`src/quaternion_slerp_core_assert.svh`:
```
// Assertion macros for the quaternion slerp core.
`ifndef QUATERNION_SLERP_CORE_ASSERT_SVH
`define QUATERNION_SLERP_CORE_ASSERT_SVH
`ifndef SYNTHESIS
`define QSL_ASSERT(lbl, prop) \
    lbl: assert property (@(posedge clk) disable iff (!rst_n) prop) \
        else $error("quaternion slerp core check failed");
`define QSL_ASSERT_ANY(lbl, prop) \
    lbl: assert property (@(posedge clk) prop) \
        else $error("quaternion slerp core reset check failed");
`else
`define QSL_ASSERT(lbl, prop)
`define QSL_ASSERT_ANY(lbl, prop)
`endif
`endif

```
`src/qsl_pkg.sv`:
```
// Shared constants, cell data types and the CORDIC angle table.
package qsl_pkg;

    localparam int CORDIC_STAGES = 16;
    localparam int SQ_STEPS      = 32;
    localparam int DIV_STEPS     = 31;
    localparam int LAT           = 140 + 2 * CORDIC_STAGES;

    localparam logic [16:0] THRESH_RESET = 17'd65503;
    localparam logic [16:0] ONE_Q16      = 17'd65536;

    typedef struct packed {
        logic [33:0] rem;
        logic [31:0] root;
        logic [63:0] op;
    } sqrt_t;

    typedef struct packed {
        logic [31:0] p;
        logic [63:0] n;
        logic [31:0] d;
    } div_t;

    typedef struct packed {
        logic signed [33:0] x;
        logic signed [33:0] y;
        logic signed [33:0] z;
    } cordic_t;

    function automatic logic signed [33:0] atan_entry(input logic [4:0] i);
        logic signed [33:0] r;
        case (i)
            5'd0:    r = 34'sd843314857;
            5'd1:    r = 34'sd497837829;
            5'd2:    r = 34'sd263043837;
            5'd3:    r = 34'sd133525159;
            5'd4:    r = 34'sd67021687;
            5'd5:    r = 34'sd33543516;
            5'd6:    r = 34'sd16775851;
            5'd7:    r = 34'sd8388437;
            5'd8:    r = 34'sd4194283;
            5'd9:    r = 34'sd2097149;
            5'd10:   r = 34'sd1048576;
            default: r = (i == 5'd31) ? '0 : (34'sd1 <<< (5'd30 - i));
        endcase
        return r;
    endfunction

endpackage

```
`src/qsl_sqrt_cell.sv`:
```
// One registered step of the integer square root: one root bit per cell.
module qsl_sqrt_cell
    import qsl_pkg::*;
(
    input  logic  clk,
    input  logic  ce,
    input  sqrt_t din,
    output sqrt_t dout
);

    sqrt_t       data_reg;
    sqrt_t       data_next;
    logic [35:0] cat;
    logic [35:0] trial;
    logic [35:0] diff;

    always_comb
    begin
        cat   = {din.rem, din.op[63:62]};
        trial = {2'b00, din.root, 2'b01};
        diff  = cat - trial;
        data_next.op = {din.op[61:0], 2'b00};
        if (cat >= trial)
        begin
            data_next.rem  = diff[33:0];
            data_next.root = {din.root[30:0], 1'b1};
        end
        else
        begin
            data_next.rem  = cat[33:0];
            data_next.root = {din.root[30:0], 1'b0};
        end
    end

    always_ff @(posedge clk)
    begin
        if (ce)
        begin
            data_reg <= data_next;
        end
    end

    assign dout = data_reg;

endmodule

```
`config.mk`:
```
export PLATFORM = sky130hd
export DESIGN_NAME = qsl_sqrt_cell
export DESIGN_NICKNAME = d
export VERILOG_FILES = /design/src/quaternion_slerp_core_assert.svh /design/src/qsl_pkg.sv /design/src/qsl_sqrt_cell.sv
export SDC_FILE = /design/constraint.sdc
export NUM_CORES = 1
export LEC_CHECK = 0
export BUFFER_PORTS_ARGS = -buffer_cell sky130_fd_sc_hd__buf_2
export CORE_ASPECT_RATIO = 2
export CORE_MARGIN = 1
export CORE_UTILIZATION = 37
export CTS_CLUSTER_DIAMETER = 100
export DETAILED_ROUTE_END_ITERATION = 8
export PLACE_DENSITY = 0.64
export SYNTH_ARGS = -nofsm -noshare
export SYNTH_HDL_FRONTEND = slang
export SYNTH_SLANG_ARGS = --single-unit
```
`constraint.sdc`:
```
create_clock -name clk -period 2.91 [get_ports clk]
set_input_delay 0.1455 -clock clk [delete_from_list [all_inputs] [get_ports clk]]
set_output_delay 0.1455 -clock clk [all_outputs]
set_load 0.02 [all_outputs]
```
==> flow_metrics.tcl <==
set metrics [dict create \
    place_congestion 0.898 \
    synth.area.mux_share_pct 0.872 \
    track_usage_pct 20.7 \
    drc 0 \
    route.detailed.wl_per_inst_um 16.3 \
    pwr_density_cell_nw_per_um2 599 \
    worst_ep_arrival_time_ps 3040 \
    core_um2 16700 \
    rows 67 \
    area_growth_pct 50.4 \
    clk_transition_reported_paths_ps 60 \
    routed_wl_mm 18.0 \
    synth-simple-area-share_pct 8.88 \
    grt_pass1_wl_mm 27.2 \
    vias 5319 \
    p_total_w 0.00569 \
    final_cell_mix "buf_2 (258), edfxtp_1 (128), dlygate4sd3_1 (93)" \
    die_w_um 94.4 \
    status "finished clean" \
    synth_top_family_by_area "compound AO/OA/AOI/OAI gates" \
    synth_cells 507 \
    synth_top_flop_cell "edfxtp_1" \
    htreeDepth 4 \
    largest_reg_flops 128 \
    vias_per_cell 4.83 \
    portBuffers 259 \
    cap_violations 0 \
    cts.sinks 128 \
    synth.area.top_cells "edfxtp_1 (61%), ha_1 (6.7%), nand2_1 (3.4%)" \
    ys_warn_count 0 \
    cp-start-kind "primary input" \
    critPathMaxFanout 4 \
    place_hpwl_mm 13.4 \
    ys_ff_latch 128 \
    synth_xor_area_share_pct 3.74 \
    first_pass_iters 5 \
    final_nets 1048 \
    min_period_ps 2860 \
    synthArstFlopShare_pct 0 \
    antenna_found_initial 0 \
    hp-class "in -> reg" \
    tightest_slew_ps 746 \
    antenna_cells 0 \
    synth_compound_area_share_pct 14.8 \
    syn_area_um2 6310 \
    cts_tree "built" \
    cts_made_buffers 17 \
    slew_violations 0 \
    synth_edf_count 128 \
    fmax_mhz 349 \
    synth_area_leader_cell "edfxtp_1" \
    ys_types 62 \
    rsz0062_at_grt "true" \
    initial_core_util_pct 37.9 \
    final-setup-viol-count 0 \
    max_stage_delay_ps 520 \
    power.leakage_nw 4.22 \
    syn-mean-instance-area_um2 12.5 \
    ant_nets 0 \
    drive_gt1_share_pct 37.5 \
    layout_commonest_cell "buf_2" \
    die-area_um2 17600 \
    synth_top_area_share_pct 60.9 \
    hold_viol 0 \
    drt_iter0_drc 248 \
    required_ps 3090 \
    n_fill_cell 1409 \
    worstPathCellList "dlygate4sd3_1, buf_2, inv_1, ha_1, a21o_1, or3_1, o21a_1, a311oi_2, o21ai_2, a31oi_4, mux2i_1, a31o_1" \
    maxSlewHeadroom_pct 50.3 \
    yosysSeqAreaShare_pct 60.9 \
    synth_adder_area_share_pct 6.74 \
    cp_slowest_cell "dlygate4sd3_1" \
    clockBufferDepth 2 \
    utilization_pct 56.9 \
    cts-root-buf "clkbuf_16" \
    grt_max_degree 81 \
    grt_pass1_vias 5460 \
    fp.dieH_um 187 \
    grt_remaining_overflow 0 \
    fin_crit_sh_pct 98.3 \
    pin_count 262 \
    crit_type "in -> reg" \
    end_kind "register" \
    vdd_drop_max_v 0.000400 \
]
per-layer routing:
layer | up-vias | track usage, % | share of wire, %
met5 | - | 0 | 0
met1 | 2478 | 18.8 | 33
met4 | 0 | 10.9 | 3.1
met2 | 186 | 41.1 | 59
li1 | 2621 | - | -
met3 | 34 | 3.10 | 4.8
critical path, delay by kind of cell:
family	cells	cell delay, ps
multiplexers	1	100
AND/OR/NAND/NOR	1	300
adder cells (fa/ha/maj)	1	370
buffers and inverters	3	670
AO/OA/AOI/OAI	6	1440
stage by stage:
step | hold slack, ps | cell area [um2] | TNS, ps | cells | setup WS (ps)
floorplan | 244 | 6320 | 0 | 508 | 506
global placement | 322 | 7930 | 0 | 975 | 177
detailed placement | 324 | 7930 | 0 | 975 | 157
CTS | 5.00 | 9450 | 0 | 1100 | 43.2
global route | 14.7 | 9500 | -2.86 | 1102 | -2.86
finish | 26.8 | 9500 | 0 | 1102 | 48.1
cell families after synthesis:
group / Yosys count
compound gates: 133
flops: 128
simple gates: 120
buf+inv: 59
fa+ha+maj: 34
xor+xnor: 27
mux: 5
other cells: 1
where the power goes:
group | switching, W | internal, W | leakage (nW)
Combinational | 0.000749 | 0.000521 | 2.68
Sequential | 0.0000472 | 0.00226 | 1.25
Clock | 0.000835 | 0.00128 | 0.280
Total | 0.00163 | 0.00405 | 4.22
layout make-up:
cell class / instances / area [um2] / share of cell area, %
Clock buffer: 18 / 429 / 4.52
Clock inverter: 14 / 159 / 1.67
Inverter: 43 / 163 / 1.71
Multi-Input combinational cell: 321 / 2240 / 23.6
Sequential cell: 128 / 3840 / 40.5
Tap cell: 207 / 259 / 2.73
Timing Repair Buffer: 371 / 2400 / 25.3
synth_stat cells (5+ instances only):
master / instances
nand2b_1: 5
nand2_1: 58
edfxtp_1: 128
nand4_1: 6
o21ai_0: 41
inv_1: 42
a21o_1: 19
nor3_1: 10
nor2_1: 18
ha_1: 34
buf_2: 6
nand3_1: 6
xor2_1: 13
xnor2_1: 14
a21oi_1: 28
worst paths after layout:
check | depth (start not counted) | startpoint | endpoint | slack, ps
worst max-delay path | 12 | din[67] | dout[122] | 50
worst min-delay path | 3 | din[116] | dout[118] | 30
repair_timing:
action,4_1_cts,5_1_grt
resized for setup,0,8
endpoints found under the setup margin,0,34
hold buffers,93,0
hold endpoints to repair,93,0
buffers inserted,0,2
No activity file was read; power rests on OpenSTA's default activity.
