--- src/quaternion_slerp_core_assert.svh ---
// Assertion macros for the quaternion slerp core.
`ifndef QUATERNION_SLERP_CORE_ASSERT_SVH
`define QUATERNION_SLERP_CORE_ASSERT_SVH
`ifndef SYNTHESIS
`define QSL_ASSERT(lbl, prop) \
    lbl: assert property (@(posedge clk) disable iff (!rst_n) prop) \
        else $error("quaternion slerp core check failed");
`define QSL_ASSERT_ANY(lbl, prop) \
    lbl: assert property (@(posedge clk) prop) \
        else $error("quaternion slerp core reset check failed");
`else
`define QSL_ASSERT(lbl, prop)
`define QSL_ASSERT_ANY(lbl, prop)
`endif
`endif

--- src/qsl_pkg.sv ---
// Shared constants, cell data types and the CORDIC angle table.
package qsl_pkg;

    localparam int CORDIC_STAGES = 16;
    localparam int SQ_STEPS      = 32;
    localparam int DIV_STEPS     = 31;
    localparam int LAT           = 140 + 2 * CORDIC_STAGES;

    localparam logic [16:0] THRESH_RESET = 17'd65503;
    localparam logic [16:0] ONE_Q16      = 17'd65536;

    typedef struct packed {
        logic [33:0] rem;
        logic [31:0] root;
        logic [63:0] op;
    } sqrt_t;

    typedef struct packed {
        logic [31:0] p;
        logic [63:0] n;
        logic [31:0] d;
    } div_t;

    typedef struct packed {
        logic signed [33:0] x;
        logic signed [33:0] y;
        logic signed [33:0] z;
    } cordic_t;

    function automatic logic signed [33:0] atan_entry(input logic [4:0] i);
        logic signed [33:0] r;
        case (i)
            5'd0:    r = 34'sd843314857;
            5'd1:    r = 34'sd497837829;
            5'd2:    r = 34'sd263043837;
            5'd3:    r = 34'sd133525159;
            5'd4:    r = 34'sd67021687;
            5'd5:    r = 34'sd33543516;
            5'd6:    r = 34'sd16775851;
            5'd7:    r = 34'sd8388437;
            5'd8:    r = 34'sd4194283;
            5'd9:    r = 34'sd2097149;
            5'd10:   r = 34'sd1048576;
            default: r = (i == 5'd31) ? '0 : (34'sd1 <<< (5'd30 - i));
        endcase
        return r;
    endfunction

endpackage

--- src/qsl_cordic_cell.sv ---
// One registered CORDIC micro-rotation, vectoring or rotation mode.
module qsl_cordic_cell
    import qsl_pkg::*;
(
    input  logic       clk,
    input  logic       ce,
    input  logic [4:0] stage,
    input  logic       vec,
    input  cordic_t    din,
    output cordic_t    dout
);

    cordic_t            data_reg;
    cordic_t            data_next;
    logic signed [33:0] xs;
    logic signed [33:0] ys;
    logic signed [33:0] ang;
    logic               sel;

    always_comb
    begin
        xs  = din.x >>> stage;
        ys  = din.y >>> stage;
        ang = atan_entry(stage);
        sel = vec ? ~din.y[33] : din.z[33];
        if (sel)
        begin
            data_next.x = din.x + ys;
            data_next.y = din.y - xs;
            data_next.z = din.z + ang;
        end
        else
        begin
            data_next.x = din.x - ys;
            data_next.y = din.y + xs;
            data_next.z = din.z - ang;
        end
    end

    always_ff @(posedge clk)
    begin
        if (ce)
        begin
            data_reg <= data_next;
        end
    end

    assign dout = data_reg;

endmodule

--- config.mk ---
export PLATFORM = sky130hd
export DESIGN_NAME = qsl_cordic_cell
export DESIGN_NICKNAME = d
export VERILOG_FILES = /design/src/quaternion_slerp_core_assert.svh /design/src/qsl_pkg.sv /design/src/qsl_cordic_cell.sv
export SDC_FILE = /design/constraint.sdc
export NUM_CORES = 1
export LEC_CHECK = 0
export BUFFER_PORTS_ARGS = -buffer_cell sky130_fd_sc_hd__buf_2
export CORE_ASPECT_RATIO = 0.8
export CORE_MARGIN = 2
export CORE_UTILIZATION = 50
export CTS_BUF_LIST = sky130_fd_sc_hd__clkbuf_16
export DETAILED_ROUTE_END_ITERATION = 16
export PLACE_DENSITY = 0.78
export SLEW_MARGIN = 20
export SYNTH_ARGS = -nofsm -noshare
export SYNTH_HDL_FRONTEND = slang
export SYNTH_SLANG_ARGS = --single-unit
--- constraint.sdc ---
create_clock -name clk -period 14.2 [get_ports clk]
set_input_delay 2.13 -clock clk [delete_from_list [all_inputs] [get_ports clk]]
set_output_delay 2.13 -clock clk [all_outputs]
set_load 0.02 [all_outputs]
==> reports/metrics.cfg <==
[status]
status = finished clean

[setup_path]
max_stage_delay_ps = 720
path_max_fanout = 97
critPathArrivalTime_ps = 9170
crit_path_start_kind = primary input
required_ps = 14320
worst-setup-path-type = in -> reg
cpMaxStageDelayCell = buf_4
endpoint_kind = flip-flop
cp_cell_sequence = buf_6 -> buf_4 -> mux4_2 -> mux2_2 -> o2bb2a_1 -> o211ai_1 -> ha_1 -> nand2_1 -> nor4_2 -> a21oi_1 -> a21oi_1 -> xnor2_1 -> ha_1 -> and4_1 -> nand2_1 -> or2_2 -> o21ba_2 -> o41a_1 -> o22ai_1 -> o21ai_0 -> a211oi_1 -> o21ai_0 -> xnor2_1

[clock_tree]
cts_tree = done
clk_pin_slew_ps = 70
ctsResizeCount = 0
cts_root_buffer = clkbuf_16
cts_made_buffers = 9
ctsHoldBuffers = 0
htreeDepth = 3
postCtsSetupRepairBufs = 0
cts_max_path_buffers = 2
cts.sinks = 102

[floorplanning]
start_util_pct = 51.2
dieArea_um2 = 32800
fp.dieW_um = 202
placementRows = 57
ios = 212
coreArea_um2 = 30600
die_y_um = 162

[timing]
finalCritPeriodShare_pct = 63.7
finalSetupTns_ps = 0
tightest_slew_ps = 1200
period_needed_ps = 9050
maxSlewViolCount = 0
finalHoldViolCount = 0
setup_violations = 0
rsz0062_at_grt = false
maxSlewHeadroom_pct = 19.1
fmax_ghz = 0.110

[placement]
portBuffers = 211
place.detailed.hpwl_mm = 44.4
gp_congestion = 1.07

[detailed_routing]
drt-initial-drc-count = 2208
ant_nets = 0
drc = 0
totalWireLength_mm = 57.7
firstDrtPassIters = 6
via_per_inst = 6.75
vias = 15704
drt-wirelength-per-cell_um = 24.8

[global_routing]
antenna_found_initial = 0
grt_pass1_wl_mm = 86.6
grt_max_degree = 98
grt.overflow.total = 0
grt.total_usage_pct = 34.4
grt_pass1_vias = 14520

[logic_synthesis]
netlist_area_um2 = 15700
synth_top_area_share_pct = 19.6
async_reset_ff_share_pct = 0
synth_top_area_cell = edfxtp_1
avgSynthCellArea_um2 = 8.86
synth-edff-count = 102
yosysSeqAreaShare_pct = 19.6
ys_top_cells_by_area = edfxtp_1, mux4_2, ha_1
postSynthCellCount = 1768
synth_seq_cells = 102
yosys_warnings = 0
ys_types = 109
syn_nets = 1985
ys.flop_type = edfxtp_1

[pwr]
leakage_nw = 7.05
p_comb_share_pct = 60.8
swShare_pct = 45.0
sequentialPowerShare_pct = 25.7
p_clk_share_pct = 13.5
p_int_mw = 1.04
switchingPower_mw = 0.849
p_per_area_nw_per_um2 = 110
power_mw = 1.89
vdd.ir_drop.worst_uv = 66.2

[final_layout]
fin_nets = 2127
drive_above_1_share_pct = 20.9
largest_reg_flops = 102
area_growth_pct = 9.33
multi_input_area_um2 = 11900
antenna_cells = 0
fill_cells = 2751
seqCellArea_um2 = 3060

[flow_run]
drv_cap = 0

[hold_path]
min_path_type = in -> reg

-- cells by family (layout without fill, tap and decap cells) --
family	after synthesis	after routing	share of synthesized area, %
fa+ha+maj	107	107	8.69
xor+xnor	180	180	10.1
flops	102	102	19.6
compound gates	569	569	24.5
simple gates	501	501	15.9
mux	166	166	16.6
buf+inv	143	289	4.71
-- cell type report --
class | count | share of cell area (%)
inverter | 43 | 0.943
clock buffer | 9 | 1.32
sequential | 102 | 17.9
multi-input combinational | 1523 | 69.4
timing repair buffer | 231 | 7.11
clock inverter | 6 | 0.322
tap | 413 | 3.02
-- critical path: cells and delay by family --
| kind | cells | cell delay (ps) |
|---|---|---|
| buffers and inverters | 2 | 1320 |
| muxes | 2 | 760 |
| and+or+nand+nor | 5 | 1170 |
| xor gates and xnor gates | 2 | 240 |
| adders and majority gates | 2 | 640 |
| AOI/OAI and AO/OA | 10 | 2760 |
-- layer usage --
layer	track usage [%]	vias to the layer above	part of all wire [%]
met4	9.59	0	2.5
li1	-	7034	-
met5	0	-	0
met2	50.3	1039	42
met3	10.5	111	13
met1	48.8	7520	42
-- final timing paths --
check | startpoint | end | slack, ps | cells after the start
setup / recovery | stage[1] | dout[101] | 5150 | 23
hold / removal | din[0] | dout[0] | 2060 | 2
-- synth_stat cells (9+ instances only) --
| library cell | number |
|---|---|
| a21oi_1 | 160 |
| nand2_1 | 152 |
| nor2_1 | 135 |
| xnor2_1 | 113 |
| ha_1 | 104 |
| edfxtp_1 | 102 |
| o21ai_0 | 86 |
| xor2_1 | 67 |
| mux4_2 | 65 |
| a21o_1 | 61 |
| mux2i_1 | 59 |
| inv_1 | 39 |
| nand3_1 | 38 |
| clkbuf_1 | 33 |
| o22ai_1 | 32 |
| nand2b_1 | 31 |
| mux2_2 | 29 |
| a31oi_1 | 28 |
| buf_2 | 26 |
| nor3_1 | 25 |
| a211oi_1 | 22 |
| nor2b_1 | 21 |
| o21a_1 | 19 |
| buf_1 | 16 |
| a22oi_1 | 15 |
| o211ai_1 | 14 |
| o21bai_1 | 12 |
| or2_2 | 12 |
| and2_1 | 11 |
| buf_4 | 11 |
| buf_6 | 11 |
| nand4_1 | 10 |
| or3_1 | 10 |
| a221oi_1 | 9 |
| and3_1 | 9 |
-- per-stage QoR --
step,utilization [%],setup WS [ps],hold slack (ps),instances,area (um2)
floorplan,-,6500,2240,1768,15700
global placement,55.0,5230,2460,2312,16800
detailed placement,55.0,4960,2440,2312,16800
CTS,56.0,5330,2060,2327,17100
global route,56.0,4780,2070,2327,17100
finish,56.0,5150,2060,2327,17100
-- power by group through the flow --
stage	logic, mW	registers, mW	clock network [mW]
2_1_floorplan	0.693	0.613	0
3_3_place_gp	1.10	0.489	0
3_5_place_dp	1.12	0.491	0
4_1_cts	1.12	0.486	0.262
5_1_grt	1.23	0.492	0.268
6_report	1.15	0.484	0.254
-- placed cells by master, fill, tap and decap left out, drive strengths merged, types with 42 or more instances in the layout --
cell type	instances
o21ai	93
mux2i	61
inv	42
ha	104
xor2	67
a21oi	160
a21o	61
nand2	153
nor2	137
xnor2	113
mux4	69
edfxtp	102
buf	231
Note: power is estimated with default switching activity, not from simulation.
