**src/quaternion_slerp_core_assert.svh**
```systemverilog
// Assertion macros for the quaternion slerp core.
`ifndef QUATERNION_SLERP_CORE_ASSERT_SVH
`define QUATERNION_SLERP_CORE_ASSERT_SVH
`ifndef SYNTHESIS
`define QSL_ASSERT(lbl, prop) \
    lbl: assert property (@(posedge clk) disable iff (!rst_n) prop) \
        else $error("quaternion slerp core check failed");
`define QSL_ASSERT_ANY(lbl, prop) \
    lbl: assert property (@(posedge clk) prop) \
        else $error("quaternion slerp core reset check failed");
`else
`define QSL_ASSERT(lbl, prop)
`define QSL_ASSERT_ANY(lbl, prop)
`endif
`endif

```
**src/qsl_pkg.sv**
```systemverilog
// Shared constants, cell data types and the CORDIC angle table.
package qsl_pkg;

    localparam int CORDIC_STAGES = 16;
    localparam int SQ_STEPS      = 32;
    localparam int DIV_STEPS     = 31;
    localparam int LAT           = 140 + 2 * CORDIC_STAGES;

    localparam logic [16:0] THRESH_RESET = 17'd65503;
    localparam logic [16:0] ONE_Q16      = 17'd65536;

    typedef struct packed {
        logic [33:0] rem;
        logic [31:0] root;
        logic [63:0] op;
    } sqrt_t;

    typedef struct packed {
        logic [31:0] p;
        logic [63:0] n;
        logic [31:0] d;
    } div_t;

    typedef struct packed {
        logic signed [33:0] x;
        logic signed [33:0] y;
        logic signed [33:0] z;
    } cordic_t;

    function automatic logic signed [33:0] atan_entry(input logic [4:0] i);
        logic signed [33:0] r;
        case (i)
            5'd0:    r = 34'sd843314857;
            5'd1:    r = 34'sd497837829;
            5'd2:    r = 34'sd263043837;
            5'd3:    r = 34'sd133525159;
            5'd4:    r = 34'sd67021687;
            5'd5:    r = 34'sd33543516;
            5'd6:    r = 34'sd16775851;
            5'd7:    r = 34'sd8388437;
            5'd8:    r = 34'sd4194283;
            5'd9:    r = 34'sd2097149;
            5'd10:   r = 34'sd1048576;
            default: r = (i == 5'd31) ? '0 : (34'sd1 <<< (5'd30 - i));
        endcase
        return r;
    endfunction

endpackage

```
**src/qsl_div_cell.sv**
```systemverilog
// One registered step of restoring division: one quotient bit per cell.
module qsl_div_cell
    import qsl_pkg::*;
(
    input  logic clk,
    input  logic ce,
    input  div_t din,
    output div_t dout
);

    div_t        data_reg;
    div_t        data_next;
    logic [32:0] tt;
    logic [32:0] diff;

    always_comb
    begin
        tt   = {din.p, din.n[63]};
        diff = tt - {1'b0, din.d};
        data_next.d = din.d;
        if (tt >= {1'b0, din.d})
        begin
            data_next.p = diff[31:0];
            data_next.n = {din.n[62:0], 1'b1};
        end
        else
        begin
            data_next.p = tt[31:0];
            data_next.n = {din.n[62:0], 1'b0};
        end
    end

    always_ff @(posedge clk)
    begin
        if (ce)
        begin
            data_reg <= data_next;
        end
    end

    assign dout = data_reg;

endmodule

```
**config.mk**
```make
export PLATFORM = sky130hd
export DESIGN_NAME = qsl_div_cell
export DESIGN_NICKNAME = d
export VERILOG_FILES = /design/src/quaternion_slerp_core_assert.svh /design/src/qsl_pkg.sv /design/src/qsl_div_cell.sv
export SDC_FILE = /design/constraint.sdc
export NUM_CORES = 1
export LEC_CHECK = 0
export BUFFER_PORTS_ARGS = -buffer_cell sky130_fd_sc_hd__buf_2
export CAP_MARGIN = 20
export CORE_ASPECT_RATIO = 1.4
export CORE_MARGIN = 8
export CORE_UTILIZATION = 50
export CTS_CLUSTER_DIAMETER = 100
export DETAILED_ROUTE_END_ITERATION = 6
export PLACE_DENSITY = 0.9
export SYNTH_ARGS = -nofsm -noshare
export SYNTH_HDL_FRONTEND = slang
export SYNTH_SLANG_ARGS = --single-unit
```
**constraint.sdc**
```tcl
create_clock -name clk -period 8.3 [get_ports clk]
set_input_delay 1.66 -clock clk [delete_from_list [all_inputs] [get_ports clk]]
set_output_delay 1.66 -clock clk [all_outputs]
set_load 0.02 [all_outputs]
```
==> results of run 1 <==
==> power by group <==
part	leakage (nW)	switching, W	total, W	internal (W)
Clock	0.284	0.000291	0.000738	0.000447
Sequential	1.25	0.0000156	0.000807	0.000792
Combinational	2.14	0.000254	0.000405	0.000151
Total	3.68	0.000560	0.00195	0.00139
==> cell type report <==
cell class	instances	area, µm²
Inverter	46	173
Tap cell	150	188
Clock inverter	14	160
Clock buffer	17	425
Multi-Input combinational cell	296	2040
Sequential cell	128	3840
Fill cell	871	4030
Antenna cell	1	2.50
Timing Repair Buffer	259	1320
==> per-stage QoR <==
stage                     worst slack, ns  cells  hold WS, ns  total power [W]
after floorplan                      4.27    487         1.76          0.00108
after global placement               3.57    878         1.84          0.00121
after detailed placement             3.46    878         1.84          0.00122
after CTS                            3.80    909         1.41          0.00196
after global routing                 3.74    911         1.40          0.00202
final                                3.95    911         1.42          0.00195
==> per-layer routing <==
layer	wire length [µm]	part of all wire, %	up-vias
met5	0	0	-
met4	337	1.9	0
met3	1900	11	30
met2	9630	54	266
met1	5990	34	2248
li1	-	-	2314
==> cell usage after synthesis (3+ instances only) <==
library cell	n	share of area, %
sky130_fd_sc_hd__ha_1	32	6.5
sky130_fd_sc_hd__a211oi_1	3	0.36
sky130_fd_sc_hd__xnor2_1	16	2.3
sky130_fd_sc_hd__o21a_1	6	0.73
sky130_fd_sc_hd__o21ai_0	17	1.4
sky130_fd_sc_hd__mux2_4	8	1.9
sky130_fd_sc_hd__o31ai_1	7	0.85
sky130_fd_sc_hd__a2111oi_0	3	0.43
sky130_fd_sc_hd__a21oi_1	54	4.4
sky130_fd_sc_hd__a21o_1	8	0.97
sky130_fd_sc_hd__o21ai_1	4	0.32
sky130_fd_sc_hd__nor3_1	3	0.24
sky130_fd_sc_hd__clkbuf_1	6	0.36
sky130_fd_sc_hd__nand2b_1	7	0.71
sky130_fd_sc_hd__nand3_1	8	0.65
sky130_fd_sc_hd__and2_1	3	0.30
sky130_fd_sc_hd__buf_6	5	0.91
sky130_fd_sc_hd__nor2_1	37	2.3
sky130_fd_sc_hd__edfxtp_1	128	62
sky130_fd_sc_hd__o21bai_1	5	0.61
sky130_fd_sc_hd__nand4_1	8	0.81
sky130_fd_sc_hd__xor2_1	10	1.4
sky130_fd_sc_hd__nand2_1	24	1.5
sky130_fd_sc_hd__inv_1	46	2.8
sky130_fd_sc_hd__buf_2	5	0.41
==> path summary, 6_finish.rpt <==
check                 depth (start not counted)   endpoint     from
worst max-delay path                         10  dout[103]  din[23]
worst min-delay path                          1   dout[76]  din[75]
==> logic make-up after synthesis <==
group / count (synthesis) / synth area share [%]
muxes: 10 / 2.27
xor gates and xnor gates: 26 / 3.69
AOI/OAI and AO/OA: 120 / 11.9
buffers and inverters: 63 / 4.60
adders and majority gates: 33 / 6.81
DFF: 128 / 62.3
and+or+nand+nor: 107 / 8.48
==> impl_metrics.prom, run 1 <==
# TYPE chip_impl_metric gauge
chip_impl_info{name="ys_dominant_reg_cell",value="sky130_fd_sc_hd__edfxtp_1"} 1
chip_impl_metric{name="die-height",unit="µm"} 147
chip_impl_metric{name="grt_antenna_before_repair",unit=""} 1
chip_impl_info{name="worst_path_dominant_cell_family",value="simple AND/OR/NAND/NOR gates"} 1
chip_impl_metric{name="timing.critical_path.arrival",unit="ns"} 4.51
chip_impl_metric{name="remaining_drc_errors",unit=""} 0
chip_impl_metric{name="synth-seq-area-share",unit="%"} 62.3
chip_impl_metric{name="fin_tns_setup",unit="ns"} 0
chip_impl_metric{name="gp_congestion",unit=""} 0.896
chip_impl_metric{name="number_of_placement_rows",unit=""} 48
chip_impl_metric{name="yosysWarningCount",unit=""} 0
chip_impl_metric{name="fmaxAchievable",unit="GHz"} 0.230
chip_impl_metric{name="worst_endpoint_required_time",unit="ns"} 8.46
chip_impl_metric{name="timing_max_transition_violations_final",unit=""} 0
chip_impl_metric{name="max-slew-margin-rel",unit="%"} 46.0
chip_impl_metric{name="share_of_cells_above_drive_strength_1",unit="%"} 40.1
chip_impl_metric{name="grt_first_pass_wirelength",unit="µm"} 25700
chip_impl_metric{name="average_wire_length_per_cell_after_detail_routing",unit="µm"} 19.6
chip_impl_metric{name="detail_route.wirelength",unit="µm"} 17900
chip_impl_info{name="cp_slowest_cell",value="sky130_fd_sc_hd__o21a_2"} 1
chip_impl_info{name="hp-class",value="primary input to flip-flop"} 1
chip_impl_info{name="worst-setup-path-type",value="primary input to flip-flop"} 1
chip_impl_metric{name="grt_util_met1",unit="%"} 20.4
chip_impl_metric{name="number_of_distinct_library_cells_after_synthesis",unit=""} 49
chip_impl_info{name="most-common-layout-cells",value="sky130_fd_sc_hd__buf_2, sky130_fd_sc_hd__edfxtp_1, sky130_fd_sc_hd__a21oi_1"} 1
chip_impl_info{name="cts_root_buffer",value="sky130_fd_sc_hd__clkbuf_16"} 1
chip_impl_info{name="path_cells",value="buf_2, inv_1, ha_1, and3_1, nand4_1, nor4b_1, a21o_1, o21a_2, buf_16, mux2_4"} 1
chip_impl_metric{name="cellPowerDensity",unit="mW/mm²"} 239
chip_impl_metric{name="cts_setup_buffers",unit=""} 0
chip_impl_metric{name="grt.total_usage",unit="%"} 21.0
chip_impl_metric{name="async_reset_ff_share",unit="%"} 0
chip_impl_metric{name="detail-route-antenna-nets",unit=""} 0
chip_impl_metric{name="placedInstanceArea",unit="mm²"} 0.00754
chip_impl_metric{name="tritoncts.num_buffers",unit=""} 17
chip_impl_metric{name="final_setup_vio_count",unit=""} 0
chip_impl_metric{name="nets",unit=""} 911
chip_impl_metric{name="cts-htree-levels",unit=""} 4
chip_impl_metric{name="fp.dieArea",unit="mm²"} 0.0162
chip_impl_metric{name="buffer_ports.inserted",unit=""} 257
chip_impl_metric{name="vdd.ir_drop.worst",unit="µV"} 145
chip_impl_metric{name="core_area",unit="mm²"} 0.0122
chip_impl_metric{name="ioPinCount",unit=""} 258
chip_impl_metric{name="post-dp-hpwl",unit="µm"} 13900
chip_impl_metric{name="power.static_leakage",unit="nW"} 3.68
chip_impl_metric{name="use_met2",unit="%"} 39.7
chip_impl_metric{name="cts.hold.buffers_added",unit=""} 0
chip_impl_info{name="run_status",value="complete, no violations"} 1
chip_impl_metric{name="final_design_area_no_fill",unit="mm²"} 0.00816
chip_impl_info{name="rsz_0062_raised_after_global_routing",value="false"} 1
chip_impl_metric{name="max-clock-path-buffers",unit=""} 2
chip_impl_info{name="grt_most_used_layer",value="met2"} 1
chip_impl_metric{name="crit_path_max_incr_delay",unit="ns"} 0.52
chip_impl_metric{name="finish.utilization",unit="%"} 66.9
chip_impl_metric{name="drtPass1Iterations",unit=""} 5
chip_impl_metric{name="worstMarginPinSlew",unit="ns"} 0.810
chip_impl_metric{name="avgViaCountPerCell",unit=""} 5.33
chip_impl_metric{name="global_route.overflow_total",unit=""} 0
chip_impl_metric{name="final-hold-violation-count",unit=""} 0
chip_impl_info{name="mostFrequentLayoutCell",value="sky130_fd_sc_hd__buf_2"} 1
chip_impl_metric{name="crit_path_time_final",unit="ns"} 4.35
chip_impl_metric{name="synth_enable_flop_cells",unit=""} 128
chip_impl_info{name="tritoncts",value="yes"} 1
chip_impl_metric{name="grt_max_degree",unit=""} 67
chip_impl_info{name="endpoint_kind",value="flip-flop"} 1
chip_impl_metric{name="gate_count_post_synth",unit=""} 487
chip_impl_metric{name="max_cap_check_violation_count",unit=""} 0
chip_impl_metric{name="fp.dieW",unit="µm"} 110
chip_impl_metric{name="clock_sink_count",unit=""} 128
chip_impl_metric{name="cts_resized",unit=""} 0
chip_impl_metric{name="vias_in_the_first_global_route",unit=""} 4991
chip_impl_metric{name="dr_total_vias",unit=""} 4858
chip_impl_info{name="critPathLaunchType",value="primary input"} 1
chip_impl_metric{name="drt_first_iter_violations",unit=""} 336
chip_impl_metric{name="syn-num-nets",unit=""} 650
chip_impl_metric{name="largest_register_ffs",unit=""} 128
chip_impl_metric{name="fin_crit_sh",unit="%"} 52.4
chip_impl_metric{name="syn-cell-area",unit="mm²"} 0.00617
chip_impl_metric{name="clk_pin_slew",unit="ns"} 0.06
chip_impl_metric{name="critPathBufInv",unit=""} 3
chip_impl_metric{name="initial_core_utilization",unit="%"} 50.6
chip_impl_metric{name="area_delta_synth_final",unit="%"} 32.2
chip_impl_metric{name="postSynthAreaPerCell",unit="µm²"} 12.7
chip_impl_metric{name="synth.ff_latch_count",unit=""} 128
chip_impl_metric{name="timing.critical_path.fanout_max",unit=""} 29
chip_impl_metric{name="grtUsageMet3",unit="%"} 7.15
Power figures use the tool's default switching activity.
==> run 2: changes to the inputs <==
Settings changed: CORE_UTILIZATION 50 to 44, PLACE_DENSITY 0.9 to 0.84.
Clock period 8.3 ns to 3.5 ns, I/O delays scaled along.
==> impl_metrics.prom, run 2 (synthesis results as in run 1) <==
# TYPE chip_impl_metric gauge
chip_impl_info{name="worst-setup-path-type",value="primary input to flip-flop"} 1
chip_impl_metric{name="crit_path_time_final",unit="ns"} 2.99
chip_impl_metric{name="gp_congestion",unit=""} 0.872
chip_impl_metric{name="grt.total_usage",unit="%"} 19.1
chip_impl_metric{name="cts_resized",unit=""} 0
chip_impl_metric{name="average_wire_length_per_cell_after_detail_routing",unit="µm"} 18.3
chip_impl_metric{name="max_cap_check_violation_count",unit=""} 0
chip_impl_metric{name="final-hold-violation-count",unit=""} 0
chip_impl_info{name="critPathLaunchType",value="primary input"} 1
chip_impl_metric{name="fp.dieArea",unit="mm²"} 0.0181
chip_impl_metric{name="clock_sink_count",unit=""} 128
chip_impl_metric{name="fmaxAchievable",unit="GHz"} 0.334
chip_impl_metric{name="max-slew-margin-rel",unit="%"} 67.9
chip_impl_metric{name="final_setup_vio_count",unit=""} 0
chip_impl_metric{name="ioPinCount",unit=""} 258
chip_impl_metric{name="drtPass1Iterations",unit=""} 4
chip_impl_metric{name="tritoncts.num_buffers",unit=""} 17
chip_impl_metric{name="worstMarginPinSlew",unit="ns"} 0.469
chip_impl_metric{name="timing.critical_path.fanout_max",unit=""} 7
chip_impl_metric{name="worst_endpoint_required_time",unit="ns"} 3.67
chip_impl_info{name="cts_root_buffer",value="sky130_fd_sc_hd__clkbuf_16"} 1
chip_impl_metric{name="number_of_placement_rows",unit=""} 51
chip_impl_metric{name="cellPowerDensity",unit="mW/mm²"} 561
chip_impl_metric{name="grt_max_degree",unit=""} 129
chip_impl_metric{name="post-dp-hpwl",unit="µm"} 14000
chip_impl_metric{name="drt_first_iter_violations",unit=""} 256
chip_impl_metric{name="cts-htree-levels",unit=""} 4
chip_impl_metric{name="timing.critical_path.arrival",unit="ns"} 3.16
chip_impl_info{name="hp-class",value="primary input to flip-flop"} 1
chip_impl_metric{name="timing_max_transition_violations_final",unit=""} 0
chip_impl_metric{name="final_design_area_no_fill",unit="mm²"} 0.00837
chip_impl_metric{name="area_delta_synth_final",unit="%"} 35.6
chip_impl_metric{name="share_of_cells_above_drive_strength_1",unit="%"} 41.5
chip_impl_metric{name="remaining_drc_errors",unit=""} 0
chip_impl_metric{name="max-clock-path-buffers",unit=""} 2
chip_impl_metric{name="vias_in_the_first_global_route",unit=""} 4978
chip_impl_metric{name="dr_total_vias",unit=""} 4844
chip_impl_metric{name="largest_register_ffs",unit=""} 128
chip_impl_metric{name="nets",unit=""} 929
chip_impl_metric{name="fin_crit_sh",unit="%"} 85.6
chip_impl_metric{name="grt_first_pass_wirelength",unit="µm"} 25900
chip_impl_metric{name="buffer_ports.inserted",unit=""} 257
chip_impl_info{name="tritoncts",value="yes"} 1
chip_impl_info{name="mostFrequentLayoutCell",value="sky130_fd_sc_hd__buf_2"} 1
chip_impl_metric{name="cts_setup_buffers",unit=""} 0
chip_impl_metric{name="global_route.overflow_total",unit=""} 0
chip_impl_metric{name="grt_antenna_before_repair",unit=""} 2
chip_impl_metric{name="die-height",unit="µm"} 156
chip_impl_metric{name="cts.hold.buffers_added",unit=""} 0
chip_impl_metric{name="antenna_cells",unit=""} 0
chip_impl_metric{name="detail_route.wirelength",unit="µm"} 17600
chip_impl_metric{name="clk_pin_slew",unit="ns"} 0.06
chip_impl_metric{name="core_area",unit="mm²"} 0.0138
chip_impl_metric{name="avgViaCountPerCell",unit=""} 5.02
chip_impl_metric{name="detail-route-antenna-nets",unit=""} 0
chip_impl_metric{name="initial_core_utilization",unit="%"} 44.8
chip_impl_metric{name="vdd.ir_drop.worst",unit="µV"} 261
chip_impl_metric{name="p_total",unit="W"} 0.00470
chip_impl_metric{name="fp.dieW",unit="µm"} 116
chip_impl_metric{name="placedInstanceArea",unit="mm²"} 0.00774
chip_impl_metric{name="fin_tns_setup",unit="ns"} 0
chip_impl_info{name="endpoint_kind",value="flip-flop"} 1
chip_impl_info{name="rsz_0062_raised_after_global_routing",value="false"} 1
chip_impl_info{name="most-common-layout-cells",value="sky130_fd_sc_hd__buf_2, sky130_fd_sc_hd__edfxtp_1, sky130_fd_sc_hd__a21oi_1"} 1
chip_impl_info{name="run_status",value="complete, no violations"} 1
chip_impl_metric{name="power.static_leakage",unit="nW"} 3.77
-- run 2: path summary, 6_finish.rpt --
kind,end,cells past startpoint,slack [ns],from
worst max-delay path,dout[120],12,0.51,din[95]
worst min-delay path,dout[57],1,0.45,din[56]
-- run 2: metal layers --
metal	wire length (µm)	GRT usage [%]
met1	6030	17.9
met2	9600	36.5
met3	1730	6.78
met4	246	6.32
met5	22	0
-- run 2: area by class of cell --
| type | count | area [µm²] |
|---|---|---|
| Fill cell | 1145 | 5420 |
| Sequential cell | 128 | 3840 |
| Timing Repair Buffer | 277 | 1480 |
| Clock inverter | 14 | 169 |
| Inverter | 46 | 173 |
| Clock buffer | 18 | 429 |
| Multi-Input combinational cell | 296 | 2040 |
| Tap cell | 185 | 231 |
-- run 2: worst max-delay path, stage by stage --
cell                        delay (ns)
sky130_fd_sc_hd__buf_2            0.09
sky130_fd_sc_hd__inv_1            0.04
sky130_fd_sc_hd__ha_1             0.20
sky130_fd_sc_hd__fa_1             0.40
sky130_fd_sc_hd__nor2b_1          0.18
sky130_fd_sc_hd__o2111ai_1        0.18
sky130_fd_sc_hd__a21oi_1          0.30
sky130_fd_sc_hd__o31ai_1          0.16
sky130_fd_sc_hd__a21oi_2          0.36
sky130_fd_sc_hd__a21oi_1          0.11
sky130_fd_sc_hd__nand4b_1         0.18
sky130_fd_sc_hd__mux2_4           0.26
-- run 2: where the power goes --
part           switching, W  internal [W]
Sequential        0.0000361       0.00188
Clock              0.000720       0.00107
Combinational      0.000603      0.000387
Total               0.00136       0.00334
-- run 2: stage by stage --
step | hold WS, ns | setup WS, ns | cells | util (%)
after floorplan | 0.799 | 0.432 | 487 | -
after global placement | 0.877 | 0.0974 | 931 | 56.2
after detailed placement | 0.878 | 0.132 | 931 | 56.2
after CTS | 0.441 | 0.553 | 963 | 60.5
after global routing | 0.438 | 0.284 | 964 | 60.7
final | 0.455 | 0.505 | 964 | 60.7
==> run 3: changes to the inputs <==
--- a/config.mk
+++ b/config.mk
@@ -7,2 +7,3 @@
 export LEC_CHECK = 0
+export ABC_AREA = 1
 export BUFFER_PORTS_ARGS = -buffer_cell sky130_fd_sc_hd__buf_2
@@ -10,4 +11,3 @@
 export CORE_ASPECT_RATIO = 1.4
-export CORE_MARGIN = 8
-export CORE_UTILIZATION = 44
+export CORE_UTILIZATION = 45
 export CTS_CLUSTER_DIAMETER = 100
--- a/constraint.sdc
+++ b/constraint.sdc
@@ -3,2 +3,2 @@
 set_output_delay 0.7 -clock clk [all_outputs]
-set_load 0.02 [all_outputs]
+set_load 0.1 [all_outputs]
==> impl_metrics.prom, run 3 <==
# TYPE chip_impl_metric gauge
chip_impl_info{name="run_status",value="complete, no violations"} 1
chip_impl_metric{name="p_total",unit="W"} 0.00552
chip_impl_info{name="cts_root_buffer",value="sky130_fd_sc_hd__clkbuf_16"} 1
chip_impl_info{name="worst-setup-path-type",value="primary input to flip-flop"} 1
chip_impl_metric{name="cts_setup_buffers",unit=""} 0
chip_impl_metric{name="fmaxAchievable",unit="GHz"} 0.342
chip_impl_metric{name="cts-htree-levels",unit=""} 4
chip_impl_metric{name="finalNonFillerCells",unit=""} 1256
chip_impl_metric{name="gp_congestion",unit=""} 0.957
chip_impl_metric{name="initial_core_utilization",unit="%"} 46.5
chip_impl_metric{name="fin_crit_sh",unit="%"} 83.5
chip_impl_metric{name="netlist.area_leader.share",unit="%"} 54.6
chip_impl_metric{name="global_route.overflow_total",unit=""} 0
chip_impl_metric{name="postSynthAreaPerCell",unit="µm²"} 9.02
chip_impl_info{name="synth_area_leaders",value="sky130_fd_sc_hd__edfxtp_1, sky130_fd_sc_hd__nand2_1, sky130_fd_sc_hd__inv_1"} 1
chip_impl_metric{name="clock_sink_count",unit=""} 128
chip_impl_metric{name="yosysWarningCount",unit=""} 0
chip_impl_metric{name="clk_pin_slew",unit="ns"} 0.06
chip_impl_metric{name="syn-cell-area",unit="mm²"} 0.00704
chip_impl_metric{name="max-clock-path-buffers",unit=""} 2
chip_impl_metric{name="drtPass1Iterations",unit=""} 5
chip_impl_metric{name="cellPowerDensity",unit="mW/mm²"} 606
chip_impl_metric{name="grt_antenna_before_repair",unit=""} 1
chip_impl_metric{name="vdd.ir_drop.worst",unit="µV"} 361
chip_impl_metric{name="drt_first_iter_violations",unit=""} 306
chip_impl_metric{name="synth_enable_flop_cells",unit=""} 128
chip_impl_metric{name="detail-route-antenna-nets",unit=""} 0
chip_impl_metric{name="gate_count_post_synth",unit=""} 780
chip_impl_metric{name="wl_met1",unit="µm"} 7400
chip_impl_metric{name="remaining_drc_errors",unit=""} 0
chip_impl_metric{name="synth.ff_latch_count",unit=""} 128
chip_impl_metric{name="timing.critical_path.arrival",unit="ns"} 3.09
chip_impl_info{name="critPathLaunchType",value="primary input"} 1
chip_impl_metric{name="async_reset_ff_share",unit="%"} 0
chip_impl_metric{name="switching_share",unit="%"} 42.1
chip_impl_metric{name="nets",unit=""} 1213
chip_impl_info{name="endpoint_kind",value="flip-flop"} 1
chip_impl_metric{name="largest_register_ffs",unit=""} 128
chip_impl_metric{name="max_cap_check_violation_count",unit=""} 0
chip_impl_metric{name="syn-num-nets",unit=""} 943
chip_impl_metric{name="grt_first_pass_wirelength",unit="µm"} 29900
chip_impl_metric{name="worstMarginPinSlew",unit="ns"} 0.916
chip_impl_metric{name="synth-seq-area-share",unit="%"} 54.6
chip_impl_metric{name="vias_in_the_first_global_route",unit=""} 5891
chip_impl_metric{name="grt_max_degree",unit=""} 43
chip_impl_metric{name="fin_tns_setup",unit="ns"} 0
chip_impl_metric{name="core_area",unit="mm²"} 0.0151
chip_impl_metric{name="buffer_ports.inserted",unit=""} 257
chip_impl_metric{name="ioPinCount",unit=""} 258
chip_impl_metric{name="power.static_leakage",unit="nW"} 4.72
chip_impl_metric{name="place.detailed.instances",unit=""} 1223
chip_impl_metric{name="clock_power_share",unit="%"} 31.6
chip_impl_metric{name="average_wire_length_per_cell_after_detail_routing",unit="µm"} 16.0
chip_impl_metric{name="timing.critical_path.fanout_max",unit=""} 35
chip_impl_info{name="synth_top_cell_by_area",value="sky130_fd_sc_hd__edfxtp_1"} 1
chip_impl_info{name="most-common-layout-cells",value="sky130_fd_sc_hd__nand2_1, sky130_fd_sc_hd__buf_2, sky130_fd_sc_hd__inv_1"} 1
chip_impl_metric{name="fp.dieArea",unit="mm²"} 0.0162
chip_impl_metric{name="crit_path_time_final",unit="ns"} 2.92
chip_impl_metric{name="detail_route.wirelength",unit="µm"} 20100
chip_impl_metric{name="area_delta_synth_final",unit="%"} 29.5
chip_impl_metric{name="dr_total_vias",unit=""} 6077
chip_impl_metric{name="met2RoutedLength",unit="µm"} 10600
chip_impl_info{name="routed.top_layer",value="met4"} 1
chip_impl_metric{name="power.switching",unit="W"} 0.00232
chip_impl_metric{name="number_of_distinct_library_cells_after_synthesis",unit=""} 29
chip_impl_info{name="hp-class",value="primary input to flip-flop"} 1
chip_impl_metric{name="fp.dieW",unit="µm"} 108
chip_impl_metric{name="post-dp-hpwl",unit="µm"} 15900
chip_impl_info{name="mostFrequentLayoutCell",value="sky130_fd_sc_hd__nand2_1"} 1
chip_impl_metric{name="max-slew-margin-rel",unit="%"} 38.8
chip_impl_info{name="tritoncts",value="yes"} 1
chip_impl_metric{name="final-hold-violation-count",unit=""} 0
chip_impl_metric{name="internal_power",unit="W"} 0.00320
chip_impl_metric{name="wl_met3",unit="µm"} 1580
chip_impl_metric{name="power_frac_comb",unit="%"} 33.9
chip_impl_metric{name="tritoncts.num_buffers",unit=""} 17
chip_impl_metric{name="timing_max_transition_violations_final",unit=""} 0
chip_impl_info{name="ys_dominant_reg_cell",value="sky130_fd_sc_hd__edfxtp_1"} 1
chip_impl_metric{name="cts_resized",unit=""} 0
chip_impl_metric{name="share_of_cells_above_drive_strength_1",unit="%"} 30.6
chip_impl_info{name="post_synth_most_frequent_cells",value="sky130_fd_sc_hd__nand2_1, sky130_fd_sc_hd__inv_1, sky130_fd_sc_hd__edfxtp_1, sky130_fd_sc_hd__nand3_1, sky130_fd_sc_hd__nor2_1"} 1
chip_impl_metric{name="grt.total_usage",unit="%"} 25.1
chip_impl_metric{name="avgViaCountPerCell",unit=""} 4.84
chip_impl_metric{name="seqPwrFrac",unit="%"} 34.5
chip_impl_metric{name="cts.hold.buffers_added",unit=""} 0
chip_impl_metric{name="worst_endpoint_required_time",unit="ns"} 3.66
chip_impl_metric{name="number_of_placement_rows",unit=""} 53
chip_impl_metric{name="die-height",unit="µm"} 150
chip_impl_metric{name="final_setup_vio_count",unit=""} 0
chip_impl_info{name="yosys.cell_count.top_type",value="sky130_fd_sc_hd__nand2_1"} 1
chip_impl_info{name="rsz_0062_raised_after_global_routing",value="false"} 1
## run 3: changes by cell type in the layout (fill, tap and decap cells not counted), sizes merged, moves of 16 or more
cell	previous run	this run
nand2	24	282
a21oi	55	21
buf	277	261
o21ai	21	2
nand3	8	68
inv	54	160
## run 3: worst paths after layout
| path | startpoint | end | slack [ns] | cells past startpoint |
|---|---|---|---|---|
| setup / recovery | din[27] | dout[127] | 0.58 | 13 |
| hold / removal | din[56] | dout[57] | 0.46 | 1 |
## run 3: power by group through the flow
stage                     clock network [W]  logic, W  registers, W
after floorplan                           0  0.000429       0.00301
after global placement                    0   0.00186       0.00193
after detailed placement                  0   0.00188       0.00194
after CTS                           0.00177   0.00188       0.00191
after global routing                0.00183   0.00198       0.00192
final                               0.00174   0.00187       0.00190
## run 3: kinds of logic after synthesis
logic type                 count (synthesis)  synth area share [%]
and+or+nand+nor                          419                  26.7
buffers and inverters                    162                  9.26
AOI/OAI and AO/OA                         24                  1.74
adders and majority gates                 33                  5.97
xor gates and xnor gates                  14                  1.74
DFF                                      128                  54.6
## run 3: metrics by stage
stage / setup WS [ns] / utilization, % / instance area [µm²] / hold slack [ns]
6_report: 0.579 / 60.3 / 9120 / 0.458
5_1_grt: 0.383 / 60.3 / 9110 / 0.439
4_1_cts: 0.604 / 60.3 / 9110 / 0.447
3_3_place_gp: 0.212 / 56.5 / 8540 / 0.877
3_5_place_dp: 0.163 / 56.5 / 8540 / 0.878
2_1_floorplan: 1.20 / - / 7040 / 0.799
## run 3: layer usage
layer / global-route usage, % / vias up
li1: - / 3031
met1: 25.8 / 2768
met2: 47.4 / 237
met3: 6.97 / 41
met4: 9.25 / 0
met5: 0 / -
## run 3: cell type report
| type | count | area [µm²] |
|---|---|---|
| Fill cell | 1307 | 6000 |
| Clock buffer | 18 | 429 |
| Clock inverter | 14 | 144 |
| Antenna cell | 1 | 2.50 |
| Tap cell | 192 | 240 |
| Multi-Input combinational cell | 490 | 2540 |
| Timing Repair Buffer | 261 | 1340 |
| Sequential cell | 128 | 3840 |
| Inverter | 152 | 571 |
## run 3: worst max-delay path, stage by stage
cell                      delay [ns]
sky130_fd_sc_hd__buf_2          0.08
sky130_fd_sc_hd__inv_1          0.04
sky130_fd_sc_hd__ha_1           0.36
sky130_fd_sc_hd__nand2_1        0.20
sky130_fd_sc_hd__inv_1          0.07
sky130_fd_sc_hd__nand2_1        0.07
sky130_fd_sc_hd__nand2_1        0.07
sky130_fd_sc_hd__nand2_1        0.08
sky130_fd_sc_hd__nand3_1        0.12
sky130_fd_sc_hd__nor2_4         0.71
sky130_fd_sc_hd__nand2_8        0.32
sky130_fd_sc_hd__nand3_1        0.16
sky130_fd_sc_hd__nand2_1        0.07
